<file path="src/hdl/stream_find_and_replace_core_assert.svh">
// assertion macros for the find and replace core
// expects clk and rst_n in the scope of the module that uses them
`ifndef STREAM_FIND_AND_REPLACE_CORE_ASSERT_SVH
`define STREAM_FIND_AND_REPLACE_CORE_ASSERT_SVH
`ifndef SYNTHESIS
`define SFR_ASSERT(label, prop, msg) \
    label: assert property (@(posedge clk) disable iff (!rst_n) prop) else $error(msg);
`define SFR_ASSERT_ALWAYS(label, prop, msg) \
    label: assert property (@(posedge clk) prop) else $error(msg);
`else
`define SFR_ASSERT(label, prop, msg)
`define SFR_ASSERT_ALWAYS(label, prop, msg)
`endif
`endif

</file>
<file path="src/hdl/sfr_pkg.sv">
// shared types, constants and helpers for the find and replace core
// no dependencies
`timescale 1ns / 1ps
`default_nettype none

package sfr_pkg;

    localparam int MAX_PATTERN     = 8;
    localparam int MAX_REPLACEMENT = 8;
    localparam int MAX_BURST       = (MAX_PATTERN > MAX_REPLACEMENT) ?
                                     MAX_PATTERN : MAX_REPLACEMENT;

    localparam int CHAR_W    = 8;
    localparam int LEN_W     = 4;
    localparam int CFG_W     = 64;
    localparam int CFG_IDX_W = 2;
    localparam int FILL_W    = (MAX_PATTERN > 1) ? $clog2(MAX_PATTERN) : 1;
    localparam int CNT_W     = $clog2(MAX_BURST + 1);

    localparam logic [CFG_IDX_W-1:0] REG_PATTERN_BYTES      = 2'd0;
    localparam logic [CFG_IDX_W-1:0] REG_PATTERN_LENGTH     = 2'd1;
    localparam logic [CFG_IDX_W-1:0] REG_REPLACEMENT_BYTES  = 2'd2;
    localparam logic [CFG_IDX_W-1:0] REG_REPLACEMENT_LENGTH = 2'd3;

    typedef struct packed {
        logic sel_new;
        logic load;
        logic slide;
    } cell_ctl_t;

    typedef struct packed {
        logic [MAX_BURST-1:0][CHAR_W-1:0] bytes;
        logic [CNT_W-1:0]                 count;
        logic                             present;
        logic                             last;
    } burst_t;

    function automatic logic [LEN_W-1:0] clamp_len(input logic [LEN_W-1:0] len,
                                                   input logic [LEN_W-1:0] lim);
        return (len > lim) ? lim : len;
    endfunction

endpackage

`default_nettype wire

</file>
<file path="src/hdl/sfr_stream_if.sv">
// stream channels of the find and replace core: input characters and result words
// depends on sfr_pkg
`timescale 1ns / 1ps
`default_nettype none

interface sfr_char_if import sfr_pkg::*; ();
    logic              valid;
    logic              ready;
    logic [CHAR_W-1:0] in_char;
    logic              in_last;

    modport source (output valid, in_char, in_last, input ready);
    modport sink (input valid, in_char, in_last, output ready);
endinterface

interface sfr_result_if import sfr_pkg::*; ();
    logic              valid;
    logic              ready;
    logic [CHAR_W-1:0] out_char;
    logic              out_present;
    logic              out_end;

    modport source (output valid, out_char, out_present, out_end, input ready);
    modport sink (input valid, out_char, out_present, out_end, output ready);
endinterface

`default_nettype wire

</file>
<file path="src/hdl/stream_find_and_replace_core.sv">
// top level of the streaming find and replace core: config registers and glue
// depends on sfr_pkg, sfr_stream_if, sfr_window and sfr_outq
//
//  channel        dir  words                               handshake
//  char_stream    in   in_char[7:0], in_last               valid / ready
//  result_stream  out  out_char[7:0], out_present, out_end valid / ready
//  cfg_*          in   cfg_index[1:0], cfg_data[63:0]      cfg_write_en, no wait
//
// one input word per cycle while each word gives at most one result and result_stream.ready is high
// a word that gives more than one result holds char_stream.ready low while the result
// queue sends all but the last of them, one word per cycle while result_stream.ready is high
// while one result waits, char_stream.ready follows result_stream.ready
// reset clears the config registers, the window fill and the queue
// a write to pattern_length empties the window
`timescale 1ns / 1ps
`default_nettype none

module stream_find_and_replace_core import sfr_pkg::*; (
    input  logic                 clk,
    input  logic                 rst_n,
    input  logic                 cfg_write_en,
    input  logic [CFG_IDX_W-1:0] cfg_index,
    input  logic [CFG_W-1:0]     cfg_data,
    sfr_char_if.sink             char_stream,
    sfr_result_if.source         result_stream
);

    logic [CFG_W-1:0] pat_reg;
    logic [LEN_W-1:0] plen_reg;
    logic [CFG_W-1:0] rep_reg;
    logic [LEN_W-1:0] rlen_reg;
    logic             accept;
    logic             load_ok;
    logic             clear_fill;
    burst_t           burst;

    assign char_stream.ready = load_ok;
    assign accept     = char_stream.valid && load_ok;
    assign clear_fill = cfg_write_en && (cfg_index == REG_PATTERN_LENGTH);

    always_ff @(posedge clk or negedge rst_n)
    begin
        if (!rst_n)
        begin
            pat_reg  <= '0;
            plen_reg <= '0;
            rep_reg  <= '0;
            rlen_reg <= '0;
        end
        else if (cfg_write_en)
        begin
            case (cfg_index)
                REG_PATTERN_BYTES:      pat_reg  <= cfg_data;
                REG_PATTERN_LENGTH:     plen_reg <= cfg_data[LEN_W-1:0];
                REG_REPLACEMENT_BYTES:  rep_reg  <= cfg_data;
                REG_REPLACEMENT_LENGTH: rlen_reg <= cfg_data[LEN_W-1:0];
                default:                ;
            endcase
        end
    end

    sfr_window u_window (
        .clk        (clk),
        .rst_n      (rst_n),
        .accept     (accept),
        .new_char   (char_stream.in_char),
        .last       (char_stream.in_last),
        .clear_fill (clear_fill),
        .plen       (clamp_len(plen_reg, LEN_W'(MAX_PATTERN))),
        .rlen       (clamp_len(rlen_reg, LEN_W'(MAX_REPLACEMENT))),
        .pat_bytes  (pat_reg),
        .rep_bytes  (rep_reg),
        .burst      (burst)
    );

    sfr_outq u_outq (
        .clk     (clk),
        .rst_n   (rst_n),
        .load    (accept),
        .burst   (burst),
        .load_ok (load_ok),
        .res     (result_stream)
    );

endmodule

`default_nettype wire

</file>
<file path="src/hdl/sfr_cell.sv">
// one window cell: holds one byte, compares it with its pattern byte
// depends on sfr_pkg
`timescale 1ns / 1ps
`default_nettype none

module sfr_cell import sfr_pkg::*; (
    input  logic              clk,
    input  cell_ctl_t         ctl,
    input  logic [CHAR_W-1:0] new_char,
    input  logic [CHAR_W-1:0] nbr_view,
    input  logic [CHAR_W-1:0] pat_char,
    output logic [CHAR_W-1:0] view,
    output logic              eq
);

    logic [CHAR_W-1:0] byte_reg;

    assign view = ctl.sel_new ? new_char : byte_reg;
    assign eq   = (view == pat_char);

    always_ff @(posedge clk)
    begin
        if (ctl.slide)
        begin
            byte_reg <= nbr_view;
        end
        else if (ctl.load && ctl.sel_new)
        begin
            byte_reg <= new_char;
        end
    end

endmodule

`default_nettype wire

</file>
<file path="src/hdl/sfr_window.sv">
// sliding match window: chain of cells, fill count, match test and burst build
// depends on sfr_pkg and sfr_cell
`timescale 1ns / 1ps
`default_nettype none

module sfr_window import sfr_pkg::*; (
    input  logic              clk,
    input  logic              rst_n,
    input  logic              accept,
    input  logic [CHAR_W-1:0] new_char,
    input  logic              last,
    input  logic              clear_fill,
    input  logic [LEN_W-1:0]  plen,
    input  logic [LEN_W-1:0]  rlen,
    input  logic [CFG_W-1:0]  pat_bytes,
    input  logic [CFG_W-1:0]  rep_bytes,
    output burst_t            burst
);

    logic [FILL_W-1:0]  fill_reg, fill_next;
    logic [LEN_W-1:0]   fill_new;
    logic               full;
    logic               hit;
    logic               slide;
    logic               active;
    logic [MAX_PATTERN-1:0]             eq;
    logic [MAX_PATTERN-1:0][CHAR_W-1:0] cell_view;
    cell_ctl_t [MAX_PATTERN-1:0]        cell_ctl;

    assign active   = (plen != '0);
    assign fill_new = LEN_W'(fill_reg) + LEN_W'(1);
    assign full     = (fill_new == plen);
    assign slide    = accept && active && full && !hit && !last;

    always_comb
    begin
        hit = full;
        for (int i = 0; i < MAX_PATTERN; i++)
        begin
            if ((LEN_W'(i) < plen) && !eq[i])
            begin
                hit = 1'b0;
            end
        end
    end

    genvar g;
    generate
        for (g = 0; g < MAX_PATTERN; g++)
        begin : g_cell
            logic [CHAR_W-1:0] nbr;

            if (g == MAX_PATTERN - 1)
            begin : g_end
                assign nbr = '0;
            end
            else
            begin : g_mid
                assign nbr = cell_view[g+1];
            end

            assign cell_ctl[g].sel_new = (LEN_W'(fill_reg) == LEN_W'(g));
            assign cell_ctl[g].load    = accept && active;
            assign cell_ctl[g].slide   = slide;

            sfr_cell u_cell (
                .clk      (clk),
                .ctl      (cell_ctl[g]),
                .new_char (new_char),
                .nbr_view (nbr),
                .pat_char (pat_bytes[CHAR_W*g +: CHAR_W]),
                .view     (cell_view[g]),
                .eq       (eq[g])
            );
        end
    endgenerate

    always_comb
    begin
        fill_next = fill_reg;
        if (clear_fill)
        begin
            fill_next = '0;
        end
        else if (accept && active)
        begin
            if (last || hit)
            begin
                fill_next = '0;
            end
            else if (full)
            begin
                fill_next = FILL_W'(plen - LEN_W'(1));
            end
            else
            begin
                fill_next = FILL_W'(fill_new);
            end
        end
    end

    always_ff @(posedge clk or negedge rst_n)
    begin
        if (!rst_n)
        begin
            fill_reg <= '0;
        end
        else
        begin
            fill_reg <= fill_next;
        end
    end

    always_comb
    begin
        burst.bytes   = '0;
        burst.count   = '0;
        burst.present = 1'b1;
        burst.last    = last;
        if (!active)
        begin
            burst.bytes[0] = new_char;
            burst.count    = CNT_W'(1);
        end
        else if (hit)
        begin
            for (int i = 0; i < MAX_BURST; i++)
            begin
                if (i < MAX_REPLACEMENT)
                begin
                    burst.bytes[i] = rep_bytes[CHAR_W*i +: CHAR_W];
                end
            end
            burst.count = CNT_W'(rlen);
        end
        else
        begin
            for (int i = 0; i < MAX_BURST; i++)
            begin
                if (i < MAX_PATTERN)
                begin
                    burst.bytes[i] = cell_view[i];
                end
            end
            if (last)
            begin
                burst.count = CNT_W'(fill_new);
            end
            else if (full)
            begin
                burst.count = CNT_W'(1);
            end
        end
        // end of text with nothing to send: bare end mark
        if (last && (burst.count == '0))
        begin
            burst.bytes   = '0;
            burst.count   = CNT_W'(1);
            burst.present = 1'b0;
        end
    end

endmodule

`default_nettype wire

</file>
<file path="src/hdl/sfr_outq.sv">
// result shift queue: holds one burst and sends it one word per cycle while res.ready is high
// depends on sfr_pkg, sfr_stream_if and the assertion macros
`include "stream_find_and_replace_core_assert.svh"
`timescale 1ns / 1ps
`default_nettype none

module sfr_outq import sfr_pkg::*; (
    input  logic                clk,
    input  logic                rst_n,
    input  logic                load,
    input  burst_t              burst,
    output logic                load_ok,
    sfr_result_if.source        res
);

    logic [MAX_BURST-1:0][CHAR_W-1:0] byte_reg, byte_next;
    logic [CNT_W-1:0]                 cnt_reg, cnt_next;
    logic                             present_reg, present_next;
    logic                             end_reg, end_next;
    logic                             drain;

    assign drain   = res.valid && res.ready;
    assign load_ok = (cnt_reg == '0) || ((cnt_reg == CNT_W'(1)) && res.ready);

    assign res.valid       = (cnt_reg != '0);
    assign res.out_char    = byte_reg[0];
    assign res.out_present = present_reg;
    assign res.out_end     = end_reg && (cnt_reg == CNT_W'(1));

    always_comb
    begin
        byte_next    = byte_reg;
        cnt_next     = cnt_reg;
        present_next = present_reg;
        end_next     = end_reg;
        if (drain)
        begin
            for (int i = 0; i < MAX_BURST - 1; i++)
            begin
                byte_next[i] = byte_reg[i+1];
            end
            byte_next[MAX_BURST-1] = '0;
            cnt_next = cnt_reg - CNT_W'(1);
        end
        if (load)
        begin
            byte_next    = burst.bytes;
            cnt_next     = burst.count;
            present_next = burst.present;
            end_next     = burst.last;
        end
    end

    always_ff @(posedge clk)
    begin
        byte_reg <= byte_next;
    end

    always_ff @(posedge clk or negedge rst_n)
    begin
        if (!rst_n)
        begin
            cnt_reg     <= '0;
            present_reg <= 1'b0;
            end_reg     <= 1'b0;
        end
        else
        begin
            cnt_reg     <= cnt_next;
            present_reg <= present_next;
            end_reg     <= end_next;
        end
    end

    `SFR_ASSERT(a_cnt_bound, (cnt_reg <= CNT_W'(MAX_BURST)), "queue count overflow")
    `SFR_ASSERT(a_load_free, load |-> ((cnt_reg == '0) || ((cnt_reg == CNT_W'(1)) && res.ready)), "burst loaded over pending words")
    `SFR_ASSERT(a_bare_alone, (res.valid && !res.out_present) |-> res.out_end, "bare word without end mark")

endmodule

`default_nettype wire

</file>
<file path="src/flat_wrapper.sv">
// flat-port wrapper written by rule: the top's interface ports become plain ports
module stream_find_and_replace_core_flat import sfr_pkg::*;
  (clk, rst_n, cfg_write_en, cfg_index, cfg_data, char_stream_valid, char_stream_in_char, char_stream_in_last, char_stream_ready, result_stream_valid, result_stream_out_char, result_stream_out_present, result_stream_out_end, result_stream_ready);
  sfr_char_if char_stream_i ();
  sfr_result_if result_stream_i ();
  input  logic clk;
  input  logic rst_n;
  input  logic cfg_write_en;
  input  logic [CFG_IDX_W-1:0] cfg_index;
  input  logic [CFG_W-1:0] cfg_data;
  input wire logic [$bits(char_stream_i.valid)-1:0] char_stream_valid;
  input wire logic [$bits(char_stream_i.in_char)-1:0] char_stream_in_char;
  input wire logic [$bits(char_stream_i.in_last)-1:0] char_stream_in_last;
  output wire logic [$bits(char_stream_i.ready)-1:0] char_stream_ready;
  output wire logic [$bits(result_stream_i.valid)-1:0] result_stream_valid;
  output wire logic [$bits(result_stream_i.out_char)-1:0] result_stream_out_char;
  output wire logic [$bits(result_stream_i.out_present)-1:0] result_stream_out_present;
  output wire logic [$bits(result_stream_i.out_end)-1:0] result_stream_out_end;
  input wire logic [$bits(result_stream_i.ready)-1:0] result_stream_ready;
  assign char_stream_i.valid = char_stream_valid;
  assign char_stream_i.in_char = char_stream_in_char;
  assign char_stream_i.in_last = char_stream_in_last;
  assign char_stream_ready = char_stream_i.ready;
  assign result_stream_valid = result_stream_i.valid;
  assign result_stream_out_char = result_stream_i.out_char;
  assign result_stream_out_present = result_stream_i.out_present;
  assign result_stream_out_end = result_stream_i.out_end;
  assign result_stream_i.ready = result_stream_ready;
  stream_find_and_replace_core u_core (.clk(clk), .rst_n(rst_n), .cfg_write_en(cfg_write_en), .cfg_index(cfg_index), .cfg_data(cfg_data), .char_stream(char_stream_i), .result_stream(result_stream_i));
endmodule
</file>
<file path="config.mk">
export PLATFORM = sky130hd
export DESIGN_NAME = stream_find_and_replace_core_flat
export DESIGN_NICKNAME = d
export VERILOG_FILES = /design/src/hdl/sfr_pkg.sv /design/src/hdl/sfr_stream_if.sv /design/src/hdl/stream_find_and_replace_core.sv /design/src/hdl/sfr_cell.sv /design/src/hdl/sfr_window.sv /design/src/hdl/sfr_outq.sv /design/src/flat_wrapper.sv
export VERILOG_INCLUDE_DIRS = /design/src /design/src/hdl
export SDC_FILE = /design/constraint.sdc
export NUM_CORES = 1
export LEC_CHECK = 0
export BUFFER_PORTS_ARGS = -buffer_cell sky130_fd_sc_hd__buf_4
export CAP_MARGIN = 30
export CELL_PAD_IN_SITES_DETAIL_PLACEMENT = 1
export CELL_PAD_IN_SITES_GLOBAL_PLACEMENT = 1
export CORE_ASPECT_RATIO = 1.75
export CORE_MARGIN = 10
export CORE_UTILIZATION = 55
export DETAILED_ROUTE_END_ITERATION = 10
export MAX_ROUTING_LAYER = met4
export PLACE_DENSITY_LB_ADDON = 0.3
export SETUP_SLACK_MARGIN = 0.4
export SYNTH_ARGS = -nofsm -noshare
export SYNTH_HDL_FRONTEND = slang
export SYNTH_HIERARCHICAL = 1
export SYNTH_SLANG_ARGS = --single-unit
export TNS_END_PERCENT = 20
</file>
<file path="constraint.sdc">
create_clock -name clk -period 6.8 [get_ports clk]
set_clock_uncertainty 0.15 [all_clocks]
set_input_delay 1.36 -clock clk [delete_from_list [all_inputs] [get_ports clk]]
set_output_delay 1.36 -clock clk [all_outputs]
set_load 0.005 [all_outputs]
</file>
==> results of run 1 <==
==> worst max path at each step <==
stage | end | depth (start not counted)
2_1_floorplan | u_core/u_outq/byte_reg[10] | 8
4_1_cts | u_core/u_outq/byte_reg[33] | 14
3_3_place_gp | u_core/u_outq/byte_reg[17] | 12
6_report | u_core/u_outq/byte_reg[33] | 14
3_5_place_dp | u_core/u_outq/byte_reg[18] | 14
5_1_grt | u_core/u_outq/byte_reg[20] | 14
==> logic make-up (layout without fill, tap and decap cells) <==
kind of cell,after synthesis,count (layout)
mux,323,323
xor+xnor,69,69
simple gates,232,232
compound gates,110,110
buf+inv,94,174
fa+ha+maj,11,11
flops,273,273
other cells,1,8
==> final cells by class <==
class	count	area (um^2)
fillers	2686	10500
flip-flops and latches	273	7470
multi-input cells	753	7100
repair buffers	110	850
clock buffers	36	762
well taps	369	462
clock inverters	14	93.8
inverters	14	52.6
==> critical path: cells and delay by family (launching register included) <==
kind,cells,cell delay (ns)
and+or+nand+nor,4,1.76
AOI/OAI and AO/OA,4,1.14
muxes,2,0.68
buffers and inverters,2,0.67
DFF,1,0.47
xor gates and xnor gates,1,0.21
adders and majority gates,1,0.18
==> stage by stage <==
| stage | instances | worst slack (ns) | power, mW |
|---|---|---|---|
| 2_1_floorplan | 1120 | 2.23 | 3.87 |
| 3_5_place_dp | 1517 | 1.05 | 4.39 |
| 3_3_place_gp | 1517 | 1.20 | 4.30 |
| 5_1_grt | 1569 | 0.998 | 6.14 |
| 6_report | 1569 | 1.27 | 5.86 |
| 4_1_cts | 1567 | 1.02 | 5.89 |
==> per-layer routing <==
layer,wire length [um],share of wire (%),up-vias,global-route usage (%)
li1,-,-,4136,-
met1,14000,35,4720,23.2
met2,22200,56,193,43.1
met3,1000,2.5,104,2.52
met4,2300,5.8,0,12.3
met5,0,0,-,-
==> placed cells by master, fill, tap and decap left out, drive strengths merged, types with 17 or more instances in the layout <==
| cell | Yosys | final |
|---|---|---|
| buf | 51 | 110 |
| nand4 | 17 | 17 |
| edfxtp | 128 | 128 |
| clkbuf | 29 | 36 |
| xnor2 | 51 | 51 |
| mux2 | 322 | 322 |
| xor2 | 18 | 18 |
| a21oi | 69 | 69 |
| nand2 | 136 | 136 |
| dfrtp | 145 | 145 |
==> power breakdown <==
| group | total, mW | internal, mW | switching, mW |
|---|---|---|---|
| Combinational | 1.84 | 0.924 | 0.920 |
| Sequential | 2.55 | 2.28 | 0.272 |
| Clock | 1.47 | 0.825 | 0.641 |
==> flow_summary.toml, run 1 <==
[run_status]
status = "completed"

[drt]
dr.pass1.iters = 5
drc = 0
drt-initial-drc-count = 522
vias_per_cell = 5.83
ant_nets = 0
drt-wirelength-per-cell_um = 25.2
num_vias = 9153
wirelength_um = 39500

[logic_synthesis]
synth_cell_types = 56
synthMuxAreaShare_pct = 28.0
yosys.area.top_type_share_pct = 25.2
ys_ff_latch = 273
synth_common_cells = "mux2_4, mux2_2, dfrtp_1, nand2_1, edfxtp_1"
yosysMostFrequentCell = "mux2_4"
synth-edff-count = 128
ys.flop_type = "dfrtp_1"
synth.area.top_cells = "edfxtp_1, dfrtp_1, mux2_4"
synth_top_family_by_area = "multiplexers"
synth_adder_area_share_pct = 0.903
synthCells = 1113
synth_warnings = 6
yosysSeqAreaShare_pct = 49.0
yosys.area.top_type = "edfxtp_1"
postSynth.asyncResetShare_pct = 53.1
synth_xor_area_share_pct = 4.36
syn_area_mm2 = 0.0152
synth_compound_area_share_pct = 5.34
synth_area_per_cell_um2 = 13.7
synth-simple-area-share_pct = 7.62

[timing]
grt_setup_unrepaired = "no"
min_period_over_period_pct = 81.3
whs_ns = 0.355
relSlewSlack_pct = 34.2
hold_viol = 0
finalCriticalPeriod_ns = 5.53
finalSetupViolations = 0
worst_pin_slew_ns = 0.986
final-max-slew-violation-count = 0
tns_ns = 0
fmax_mhz = 181

[final_layout]
stdcell_area_mm2 = 0.0168
antenna_cells = 0
final_nets = 1270
synthToLayoutAreaGrowth_pct = 10.2
final_util_pct = 61.4
drive_above_1_share_pct = 45.6

[global_routing]
grt_pass1_vias = 10387
grt_pass1_wl_um = 61900
track_usage_pct = 23.1
antenna_found_initial = 0
grt_max_degree = 80
overflow = 0

[placed_design]
placed_cell_area_mm2 = 0.0159
hpwl_um = 28000
port_buffers = 91
gp_congestion = 0.836

[worst_hold_path]
holdPathStages = 1
hp-start = "u_core/plen_reg[2]"
min_to = "u_core/plen_reg[2]"
hold_class = "register to register"

[worst_setup_path]
worst_setup_path_start_kind = "register"
criticalPathCategory = "register to register"
worstSetupStartpoint = "u_core/u_window/fill_reg[0]"
critPathMaxFanout = 30
arrival_ns = 5.68
regToRegEndpoint = "u_core/u_outq/byte_reg[33]"
ff2ff_path_depth = 14
cp-end-kind = "register"
cp_data_required_time_ns = 6.95
regToRegSetupSlack_ns = 1.27
crit_chain = "inv_1 -> ha_1 -> and2_1 -> mux2_4 -> xnor2_1 -> nand4_1 -> nor4_2 -> o22ai_1 -> o31ai_1 -> and3_2 -> a211o_2 -> buf_4 -> a21oi_2 -> mux2_2"
timing.rr.start = "u_core/u_window/fill_reg[0]"
critPathMaxStageDelay_ns = 0.61
cp_slowest_cell = "nor4_2"

[cts]
cts_buffers = 27
cts_max_level = 1
postCtsSetupBuffers = 0
cts.reportedPaths.clkPinSlew_ns = 0.07
ctsResizeCount = 0
clock_tree.buffer_depth = 3
cts_tree = "built"
clockRootBuffer = "clkbuf_16"
cts_sinks = 273
holdBufCountCts = 0
clk_latency_ns = 0.55

[die]
fp.dieH_um = 240
initial_core_util_pct = 55.8
num_io_pins = 92
fp.dieW_um = 146
dieArea_mm2 = 0.0350
rows = 80
core_mm2 = 0.0273

[flow_run]
cap_violations = 0

[power_and_ir_drop]
p_per_area_mw_per_mm2 = 349
p_leak_nw = 6.95
irDropWorstVdd_v = 0.000215
Power figures use the tool's default switching activity.
==> inputs of run 2 (changes only) <==
--- a/config.mk
+++ b/config.mk
@@ -12,7 +12,7 @@
 export CELL_PAD_IN_SITES_GLOBAL_PLACEMENT = 1
 export CORE_ASPECT_RATIO = 1.75
 export CORE_MARGIN = 10
-export CORE_UTILIZATION = 55
+export CORE_UTILIZATION = 51
 export DETAILED_ROUTE_END_ITERATION = 10
 export MAX_ROUTING_LAYER = met4
 export PLACE_DENSITY_LB_ADDON = 0.3
==> constraint.sdc (replaced) <==
create_clock -name clk -period 5.4 [get_ports clk]
set_clock_uncertainty 0.15 [all_clocks]
set_input_delay 1.08 -clock clk [delete_from_list [all_inputs] [get_ports clk]]
set_output_delay 1.08 -clock clk [all_outputs]
set_load 0.005 [all_outputs]
==> run 2 against run 1 <==
  * Cell area up 1.2%
  * Global-route usage down 0.97 points
  * Register-to-register slack worse by 0.68 ns
  * Critical path type unchanged
  * Largest cell class unchanged
  * Clock-buffer cell count up 3
  * Final cell count up 1.3%
  * Sequential power up 25%
  * Setup slack worse by 0.68 ns
  * Largest power group unchanged
  * Routed wire length up 1.5%
  * Critical path depth up 3
==> flow_summary.toml, run 2 (same netlist as run 1, synthesis figures left out) <==
[drt]
vias_per_cell = 5.71
num_vias = 9082
drt-initial-drc-count = 594
ant_nets = 0
wirelength_um = 40100
drc = 0
drt-wirelength-per-cell_um = 25.2
dr.pass1.iters = 4

[final_layout]
final_common_cell = "mux2_4"
synthToLayoutAreaGrowth_pct = 11.5
final_util_pct = 57.8
drive_above_1_share_pct = 46.6
antenna_cells = 0
final_cell_mix = "mux2_4, mux2_2, dfrtp_1, nand2_1, edfxtp_1"
final_nets = 1277

[worst_setup_path]
crit_top_cell = "buf_4"
criticalPathCategory = "register to register"
crit_chain = "inv_1 -> ha_1 -> nor2b_1 -> buf_4 -> mux2_4 -> xnor2_1 -> nand4_1 -> nor4_4 -> buf_4 -> inv_1 -> a222oi_1 -> o211a_1 -> and3_2 -> buf_4 -> nor4_2 -> buf_4 -> mux2_2"
timing.rr.start = "u_core/u_window/fill_reg[0]"
cp-end-kind = "register"
arrival_ns = 4.95
critPathMaxFanout = 51
crit_family = "buffers and inverters"
worst_setup_path_start_kind = "register"
critical_path_depth = 17
regToRegSetupSlack_ns = 0.60
path_buf_inv = 6
cp_data_required_time_ns = 5.55
regToRegEndpoint = "u_core/u_window/g_cell[1].u_cell/byte_reg[1]"
cp_slowest_cell = "dfrtp_1"
critPathMaxStageDelay_ns = 0.48
ff2ff_path_depth = 17

[die]
fp.dieW_um = 151
initial_core_util_pct = 51.9
rows = 83
dieArea_mm2 = 0.0375
num_io_pins = 92
core_mm2 = 0.0294
fp.dieH_um = 249

[global_routing]
use_met3_pct = 2.67
grt_busiest_layer = "met2"
grt.met1_usage_pct = 22.4
track_usage_pct = 22.2
antenna_found_initial = 0
overflow = 0
grt_max_degree = 64
use_met2_pct = 40.7
grt_pass1_vias = 10444
grt_pass1_wl_um = 62600

[power_and_ir_drop]
irDropWorstVdd_v = 0.000286
p_per_area_mw_per_mm2 = 447
finalPower_mw = 7.60
p_leak_nw = 7.03

[cts]
clockRootBuffer = "clkbuf_16"
clk_latency_ns = 0.57
cts_buffers = 28
cts.reportedPaths.clkPinSlew_ns = 0.07
clock_tree.buffer_depth = 3
cts_sinks = 273
cts_max_level = 1
holdBufCountCts = 0
cts_tree = "built"

[timing]
tns_ns = 0
worst_pin_slew_ns = 0.852
finalCriticalPeriod_ns = 4.80
relSlewSlack_pct = 43.1
finalSetupViolations = 0
min_period_over_period_pct = 88.9
setup_ws_ns = 0.597
fmax_mhz = 208
hold_viol = 0
whs_ns = 0.309
grt_setup_unrepaired = "no"
final-max-slew-violation-count = 0

[placed_design]
hpwl_um = 28500
gp_congestion = 0.883
port_buffers = 91
dp_slack_ns = 0.254

[worst_hold_path]
hold_class = "primary input to asynchronous set/reset pin"

[run_status]
status = "completed"

[flow_run]
cap_violations = 0
==> run 2: cell count changes in the layout (fill, tap and decap cells not counted), sizes merged <==
cell / before / now
buf: 110 / 116
bufinv: 1 / 2
clkbuf: 36 / 39
clkinv: 12 / 7
clkinvlp: 0 / 2
inv: 15 / 16
==> run 2: worst max-delay path by stage <==
stage,start,end,slack (ns)
finish,u_core/u_window/fill_reg[0],u_core/u_window/g_cell[1].u_cell/byte_reg[1],0.60
global route,u_core/u_window/fill_reg[0],u_core/u_window/g_cell[1].u_cell/byte_reg[7],0.41
CTS,u_core/u_window/fill_reg[0],u_core/u_window/g_cell[1].u_cell/byte_reg[1],0.42
detailed placement,char_stream_in_char[2],u_core/u_window/g_cell[3].u_cell/byte_reg[0],0.25
global placement,char_stream_in_char[5],u_core/u_window/g_cell[2].u_cell/byte_reg[3],0.34
floorplan,result_stream_ready,u_core/u_outq/byte_reg[10],1.11
==> run 2: where the power goes <==
part | switching (mW) | internal [mW]
clock | 0.859 | 1.16
sequential | 0.334 | 2.86
combinational | 1.19 | 1.20
==> run 2: cell type report <==
class / count / area (um^2)
clock buffers: 39 / 813
repair buffers: 116 / 912
clock inverters: 13 / 146
flip-flops and latches: 273 / 7470
well taps: 382 / 478
fillers: 2889 / 12400
inverters: 14 / 52.6
multi-input cells: 753 / 7110
==> run 2: metrics by stage <==
| step | cells | cell area [um^2] |
|---|---|---|
| final | 1590 | 17000 |
| after global routing | 1590 | 17000 |
| after CTS | 1589 | 17000 |
| after detailed placement | 1537 | 16000 |
| after global placement | 1536 | 16000 |
| after floorplan | 1120 | 15300 |
==> run 2: what timing repair did <==
action                                  4_1_cts  5_1_grt
gates resized for setup                       1        3
endpoints found under the setup margin      126      176
pin swaps                                     0        1
setup buffers                                 0        1
==> run 2: routing by layer <==
metal	wire length, um	vias up
met5	0	-
met4	2030	0
met3	1320	89
met2	22600	190
met1	14200	4667
li1	-	4136
